<file path="src/rtl/core/smn_pkg.sv">
// Package with shared types, constants and the exponential table for the softmax normalizer.
package smn_pkg;

  localparam int MAX_ELEMENTS = 64;
  localparam int IDX_W = $clog2(MAX_ELEMENTS);
  localparam int CNT_W = $clog2(MAX_ELEMENTS + 1);
  localparam int SCORE_W = 16;
  localparam int EXP_W = 17;
  localparam int SUM_W = EXP_W + IDX_W;
  localparam int PROB_W = 17;
  localparam int DIV_W = EXP_W + 16;
  localparam int STEP_W = $clog2(DIV_W + 1);
  localparam logic [16:0] LOG2E_Q16 = 17'd94548;

  typedef enum logic [2:0] {
    ST_LOAD,
    ST_EXP_RD,
    ST_EXP_CALC,
    ST_DIV_RD,
    ST_DIV_RUN,
    ST_OUT
  } state_t;

  typedef struct packed {
    logic start;
    logic [EXP_W-1:0] numer;
    logic [SUM_W-1:0] denom;
  } div_req_t;

  typedef struct packed {
    logic busy;
    logic done;
    logic [PROB_W-1:0] quot;
  } div_rsp_t;

  function automatic logic [63:0] q62_mul(input logic [63:0] a, input logic [63:0] b);
    logic [127:0] p;
    p = {64'd0, a} * {64'd0, b};
    return p[125:62];
  endfunction

  // The table is evaluated at elaboration with exact integer arithmetic in Q62.
  function automatic logic [256*EXP_W-1:0] build_exp_table();
    logic [63:0] root [8];
    logic [63:0] y;
    logic [63:0] cand;
    logic [63:0] sq;
    logic [63:0] p;
    logic [256*EXP_W-1:0] tbl;
    tbl = '0;
    for (int b = 0; b < 8; b++) begin
      y = '0;
      for (int bt = 61; bt >= 0; bt--) begin
        cand = y | (64'd1 << bt);
        sq = cand;
        for (int m = 0; m < 8 - b; m++) begin
          sq = q62_mul(sq, sq);
        end
        if (sq <= (64'd1 << 61)) begin
          y = cand;
        end
      end
      root[b] = y;
    end
    for (int f = 0; f < 256; f++) begin
      p = 64'd1 << 62;
      for (int b = 0; b < 8; b++) begin
        if (((f >> b) & 1) != 0) begin
          p = q62_mul(p, root[b]);
        end
      end
      tbl[f*EXP_W +: EXP_W] = EXP_W'((p + (64'd1 << 45)) >> 46);
    end
    return tbl;
  endfunction

  localparam logic [256*EXP_W-1:0] EXP_TABLE = build_exp_table();

  function automatic logic [16:0] exp_table(input logic [7:0] f);
    return EXP_TABLE[int'(f)*EXP_W +: EXP_W];
  endfunction

endpackage

</file>
<file path="src/rtl/core/smn_divider.sv">
// Restoring radix-2 divider producing floor(numer * 65536 / denom), one bit a cycle.
module smn_divider (
  input  logic              clk,
  input  logic              rst_n,
  input  smn_pkg::div_req_t req,
  output smn_pkg::div_rsp_t rsp
);
  import smn_pkg::*;

  logic [DIV_W-1:0] dividend_r, dividend_nxt;
  logic [SUM_W:0] rem_r, rem_nxt;
  logic [SUM_W-1:0] denom_r, denom_nxt;
  logic [STEP_W-1:0] step_r, step_nxt;
  logic busy_r, busy_nxt;
  logic done_r, done_nxt;
  logic [SUM_W:0] trial;

  always_comb begin
    dividend_nxt = dividend_r;
    rem_nxt = rem_r;
    denom_nxt = denom_r;
    step_nxt = step_r;
    busy_nxt = busy_r;
    done_nxt = 1'b0;
    trial = {rem_r[SUM_W-1:0], dividend_r[DIV_W-1]};
    if (req.start) begin
      dividend_nxt = {req.numer, 16'd0};
      rem_nxt = '0;
      denom_nxt = req.denom;
      step_nxt = STEP_W'(DIV_W);
      busy_nxt = 1'b1;
    end else if (busy_r) begin
      if (trial >= {1'b0, denom_r}) begin
        rem_nxt = trial - {1'b0, denom_r};
        dividend_nxt = {dividend_r[DIV_W-2:0], 1'b1};
      end else begin
        rem_nxt = trial;
        dividend_nxt = {dividend_r[DIV_W-2:0], 1'b0};
      end
      step_nxt = step_r - 1'b1;
      if (step_r == STEP_W'(1)) begin
        busy_nxt = 1'b0;
        done_nxt = 1'b1;
      end
    end
  end

  always_ff @(posedge clk) begin
    if (!rst_n) begin
      busy_r <= 1'b0;
      done_r <= 1'b0;
      step_r <= '0;
    end else begin
      busy_r <= busy_nxt;
      done_r <= done_nxt;
      step_r <= step_nxt;
    end
    dividend_r <= dividend_nxt;
    rem_r <= rem_nxt;
    denom_r <= denom_nxt;
  end

  assign rsp.busy = busy_r;
  assign rsp.done = done_r;
  assign rsp.quot = dividend_r[PROB_W-1:0];

endmodule

</file>
<file path="src/rtl/core/softmax_normalizer.sv">
// Top level of the softmax normalizer: storage, exponent pass and division sequencer.
//
//   channel | direction | tdata                  | tuser/tlast
//   in_     | slave     | [15:0] score (signed)  | tlast = is_last
//   out_    | master    | [16:0] probability     | tlast = is_final
//
// Each element is written to the score store as it is accepted. After the last one,
// the exponent pass reads each element from the store, then computes its exp, and the
// divide pass runs each element through the one-bit-a-cycle divider shared by all.
// Reset is synchronous, active low; the stores need no clearing.
// The input is not ready while the passes run; a stalled result holds the sequencer.
module softmax_normalizer (
  input  logic        clk,
  input  logic        rst_n,
  input  logic        in_tvalid,
  output logic        in_tready,
  input  logic [15:0] in_tdata,   // [15:0] score
  input  logic        in_tlast,
  output logic        out_tvalid,
  input  logic        out_tready,
  output logic [23:0] out_tdata,  // [16:0] probability, zero filled above
  output logic        out_tlast
);
  import smn_pkg::*;

  logic [SCORE_W-1:0] score_mem [MAX_ELEMENTS];
  logic [EXP_W-1:0] exp_mem [MAX_ELEMENTS];

  state_t state_r, state_nxt;
  logic signed [SCORE_W-1:0] max_r, max_nxt;
  logic [SUM_W-1:0] sum_r, sum_nxt;
  logic [CNT_W-1:0] cnt_r, cnt_nxt;
  logic [IDX_W-1:0] idx_r, idx_nxt;
  logic [SCORE_W-1:0] score_rd_r;
  logic [EXP_W-1:0] exp_rd_r;
  logic [PROB_W-1:0] prob_r, prob_nxt;
  logic last_r, last_nxt;

  logic in_acc;
  logic score_we, exp_we;
  logic [EXP_W-1:0] exp_val;
  logic [15:0] diff;
  logic [32:0] prod;
  logic [16:0] t_val;
  logic [IDX_W-1:0] last_idx;
  div_req_t dreq;
  div_rsp_t drsp;

  assign in_tready = (state_r == ST_LOAD);
  assign in_acc = in_tvalid && in_tready;
  assign last_idx = IDX_W'(cnt_r - 1'b1);

  assign diff = 16'(max_r - $signed(score_rd_r));
  assign prod = diff * LOG2E_Q16 + 33'd32768;
  assign t_val = prod[32:16];

  always_comb begin
    if (t_val[16:8] >= 9'd17) begin
      exp_val = '0;
    end else begin
      exp_val = exp_table(t_val[7:0]) >> t_val[12:8];
    end
  end

  always_comb begin
    state_nxt = state_r;
    max_nxt = max_r;
    sum_nxt = sum_r;
    cnt_nxt = cnt_r;
    idx_nxt = idx_r;
    prob_nxt = prob_r;
    last_nxt = last_r;
    score_we = 1'b0;
    exp_we = 1'b0;
    dreq.start = 1'b0;
    dreq.numer = exp_rd_r;
    dreq.denom = sum_r;
    case (state_r)
      ST_LOAD: begin
        if (in_acc) begin
          score_we = 1'b1;
          cnt_nxt = cnt_r + 1'b1;
          if ($signed(in_tdata) > max_r) begin
            max_nxt = $signed(in_tdata);
          end
          if (in_tlast || cnt_r == CNT_W'(MAX_ELEMENTS - 1)) begin
            idx_nxt = '0;
            sum_nxt = '0;
            state_nxt = ST_EXP_RD;
          end
        end
      end
      ST_EXP_RD: begin
        state_nxt = ST_EXP_CALC;
      end
      ST_EXP_CALC: begin
        exp_we = 1'b1;
        sum_nxt = sum_r + SUM_W'(exp_val);
        if (idx_r == last_idx) begin
          idx_nxt = '0;
          state_nxt = ST_DIV_RD;
        end else begin
          idx_nxt = idx_r + 1'b1;
          state_nxt = ST_EXP_RD;
        end
      end
      ST_DIV_RD: begin
        state_nxt = ST_DIV_RUN;
      end
      ST_DIV_RUN: begin
        if (!drsp.busy && !drsp.done) begin
          dreq.start = 1'b1;
        end
        if (drsp.done) begin
          prob_nxt = drsp.quot;
          last_nxt = (idx_r == last_idx);
          state_nxt = ST_OUT;
        end
      end
      ST_OUT: begin
        if (out_tready) begin
          if (last_r) begin
            max_nxt = 16'sh8000;
            sum_nxt = '0;
            cnt_nxt = '0;
            state_nxt = ST_LOAD;
          end else begin
            idx_nxt = idx_r + 1'b1;
            state_nxt = ST_DIV_RD;
          end
        end
      end
      default: begin
        state_nxt = ST_LOAD;
      end
    endcase
  end

  always_ff @(posedge clk) begin
    if (!rst_n) begin
      state_r <= ST_LOAD;
      max_r <= 16'sh8000;
      sum_r <= '0;
      cnt_r <= '0;
      idx_r <= '0;
      last_r <= 1'b0;
    end else begin
      state_r <= state_nxt;
      max_r <= max_nxt;
      sum_r <= sum_nxt;
      cnt_r <= cnt_nxt;
      idx_r <= idx_nxt;
      last_r <= last_nxt;
    end
    prob_r <= prob_nxt;
  end

  always_ff @(posedge clk) begin
    if (score_we) begin
      score_mem[cnt_r[IDX_W-1:0]] <= in_tdata;
    end
    score_rd_r <= score_mem[idx_r];
  end

  always_ff @(posedge clk) begin
    if (exp_we) begin
      exp_mem[idx_r] <= exp_val;
    end
    exp_rd_r <= exp_mem[idx_r];
  end

  smn_divider u_div (
    .clk  (clk),
    .rst_n(rst_n),
    .req  (dreq),
    .rsp  (drsp)
  );

  assign out_tvalid = (state_r == ST_OUT);
  assign out_tdata = {7'd0, prob_r};
  assign out_tlast = last_r;

endmodule
</file>
<file path="config.mk">
export PLATFORM = sky130hd
export DESIGN_NAME = softmax_normalizer
export DESIGN_NICKNAME = d
export VERILOG_FILES = /design/src/rtl/core/smn_pkg.sv /design/src/rtl/core/smn_divider.sv /design/src/rtl/core/softmax_normalizer.sv
export SDC_FILE = /design/constraint.sdc
export NUM_CORES = 2
export LEC_CHECK = 0
export BUFFER_PORTS_ARGS = -buffer_cell sky130_fd_sc_hd__buf_4
export CAP_MARGIN = 20
export CORE_MARGIN = 3
export CORE_UTILIZATION = 57
export DETAILED_ROUTE_END_ITERATION = 7
export PLACE_DENSITY = 0.84
export SLEW_MARGIN = 10
export SYNTH_ARGS = -nofsm -noshare
export SYNTH_HDL_FRONTEND = slang
export SYNTH_SLANG_ARGS = --single-unit
</file>
<file path="constraint.sdc">
create_clock -name clk -period 43 [get_ports clk]
set_clock_uncertainty 0.15 [all_clocks]
set_input_delay 8.6 -clock clk [delete_from_list [all_inputs] [get_ports clk]]
set_output_delay 8.6 -clock clk [all_outputs]
set_load 0.01 [all_outputs]
</file>
==> results.md <==
- Outcome: finished with violations
- Failing checks: design-rule violations
- Area fraction in compound gates after synthesis: 15.8%
- Avg WL per Cell: between 30 and 40 um
- CTS clk-pin slew, worst paths: 0.06 ns
- Crit-path most repeated cell: o21ai_0
- Area post-placement: 100000 sq um
- RSZ-0062 raised after global routing: no
- Number of DRC markers in iteration 0: 11511
- Post-synth top area share: 67.5%
- Crit-path slowest cell: o211ai_2
- Yosys warning count: 0
- CTS tree: yes
- Asr flop ratio synth: 0%
- Vias/cell: 7.25
- Crit Path Class: reg2reg
- Endpoint type of the worst setup path: flip-flop
- # resized after CTS: 0
- Vert. Die Dim: 417 um
- Largest net degree at the start of global routing: 110
- Final min period: 16.98 ns
- EDFF count, synth: 2169
- First-pass GRT wire length: 414 mm
- Die area: 174000 sq um
- Adder-cell area share of the yosys netlist: 4.37%
- Post-synthesis simple-gate area fraction: 5.29%
- Worst slack at placement: about 26 ns
- Clk buf depth: 3
- Root buffer cell: clkbuf_16
- Crit path DAT: 17.60 ns
- Starting Density: 57.6%
- H-tree levels: 4
- Final hold viol count: 0
- Worst hold slack: 0.317 ns
- Vias in the first global route: 63075
- Fin crit share: 39.5%
- Total clock sinks: 2305
- Synth Area per Inst: 14.8 sq um
- CP required: 43.63 ns
- Largest family of logic cells by synthesized area: compound AO/OA/AOI/OAI gates
- Synth area leaders: edfxtp_1 (68%), a22oi_1 (5.1%), ha_1 (2.9%), dfxtp_1 (2.8%), a22o_1 (2.2%)
- I/O pin count: 48
- Gr usage total: 32.0%
- RD Place Congestion: 0.943
- Register bit total from synthesis: 2305
- Finished Cell Area: ~110000 sq um
- TNS Setup: 0 ns
- Most used DFF post-synth: edfxtp_1
- Fin nets: between 6000 and 7000
- Most common cell in the netlist: edfxtp_1
- Yosys top cell by area: edfxtp_1
- Yosys cell types: 110
- Hold-fix buffers at CTS: 0
- Residual DRC: 6
- Fraction of layout cells with a size suffix above 1: roughly a tenth
- Fillers: between 10000 and 15000
- Post-synthesis cell count: 6512
- Register area share after synthesis: between 70% and 80%
- Fmax: 58.9 MHz
- DRT Pass-1 Iters: 8
- Setup WS post-layout: 26.02 ns
- Initial antenna violation count: 11
- Clk_lat worst skew: ~0.85 ns
- CP startpoint: max_r[1]$_SDFFE_PN0P_
- Hold Crit Start: u_div.dividend_r[6]$_SDFFE_PP0P_
- Post-synth top cells: edfxtp_1 (2169), a22oi_1 (651), nor2_1 (304)
- Worst r2r src: max_r[1]$_SDFFE_PN0P_
- Max-Cap Viols: 0
- Max Slew Vio Count: 0
- CP Launch Type: flip-flop
- XOR/XNOR share of the synthesized area: 1.00%
- Post-CTS setup buffer count: 0
- Total number of vias: 64901
- CTS Buf Count: 206
- Hold/Removal Path Class: reg2reg
- Slew headroom: about a fifth
- CP peak stage delay: 0.67 ns
- Synth-to-Final Area Change: 10.5%
- Synth Cell Area: ~96000 sq um
- # rows: 150
- Final setup fails: 0
- DIE WIDTH: 417 um
- GR Overflow Total: 0
- CP Max Fanout: 65
- Placeable Area: 168000 sq um
- Final WL: 285 mm
- Detail Route Antenna Nets: 0
- Detailed placer's ending HPWL: 164 mm
- Port Buffers: 40
- Least-Margin Pin Slew: 1.19 ns
- Post-synthesis mux area share: 0.455%
registers in the layout, indices dropped and copies added (netlist names):
register and flops:
u_div.denom_r 23, u_div.dividend_r 33, max_r 16, out_tlast 1, exp_mem 1088, u_div.rem_r 23
prob_r 17, exp_rd_r 17, sum_r 23, state_r 3, u_div.step_r 6, score_mem 1024
score_rd_r 16, u_div.busy_r 1, u_div.done_r 1, idx_r 6, cnt_r 7
cell usage in the layout (no fill, tap or decap), drive strengths merged, types with 22 or more instances in the layout:
cell,n
a211oi,46
a21boi,40
a21oi,189
a221oi,220
a22o,244
a22oi,651
a31oi,231
buf,292
clkbuf,265
clkinv,88
dfxtp,136
edfxtp,2169
fa,72
ha,222
inv,242
mux2i,36
nand2,209
nand2b,35
nand3,141
nand4,89
nor2,307
nor2b,27
nor3,76
nor4,53
o211ai,40
o21ai,162
o311ai,24
or3,22
xnor2,58
xor2,44
final cells by class:
type	count	area [sq um]	share of cell area, %
Multi-Input combinational cell	3539	26200	24.6
Timing Repair Buffer	292	2370	2.22
Clock buffer	265	5530	5.19
Clock inverter	106	988	0.927
Antenna cell	2	5.00	0.00469
Sequential cell	2305	67900	63.6
Inverter	240	901	0.845
Tap cell	2204	2760	2.59
routing by layer:
layer | track usage, % | routed length, um | vias up | share of wire [%]
li1 | - | - | 26361 | -
met1 | 41.9 | 97100 | 31716 | 34
met2 | 49.8 | 131000 | 5798 | 46
met3 | 9.43 | 42200 | 1020 | 15
met4 | 14.4 | 14600 | 6 | 5.1
met5 | 0 | 40 | - | 0.014
stage by stage:
stage,std cells,util (%)
floorplan,6518,-
CTS,8942,63.5
finish,8953,63.6
global route,8952,63.6
detailed placement,8571,59.7
global placement,8568,59.6
path summary, 6_finish.rpt:
check	end	slack (ns)	depth (start not counted)
max	sum_r[20]$_SDFFE_PN0P_	26.02	63
min	prob_r[6]$_DFFE_PP_	0.32	0
max reg2reg	sum_r[20]$_SDFFE_PN0P_	26.02	63
min reg2reg	prob_r[6]$_DFFE_PP_	0.32	0
kinds of logic (layout without fill, tap and decap cells):
family                     Yosys count  count (layout)
buffers and inverters              674             903
other                                1               9
AOI/OAI and AO/OA                 2052            2052
xor gates and xnor gates           102             102
muxes                               42              42
and+or+nand+nor                   1042            1042
DFF                               2305            2305
adders and majority gates          294             294
worst max-delay path, delay by kind of cell (launching register included):
family / cells / cell delay [ns]
and+or+nand+nor: 4 / 0.58
AOI/OAI and AO/OA: 36 / 8.12
adders and majority gates: 11 / 4.72
muxes: 1 / 0.24
DFF: 1 / 0.42
buffers and inverters: 10 / 2.39
xor gates and xnor gates: 1 / 0.12
Power is not shown: default switching activity piles up to over one toggle a cycle in this logic, so the estimate is an artifact.
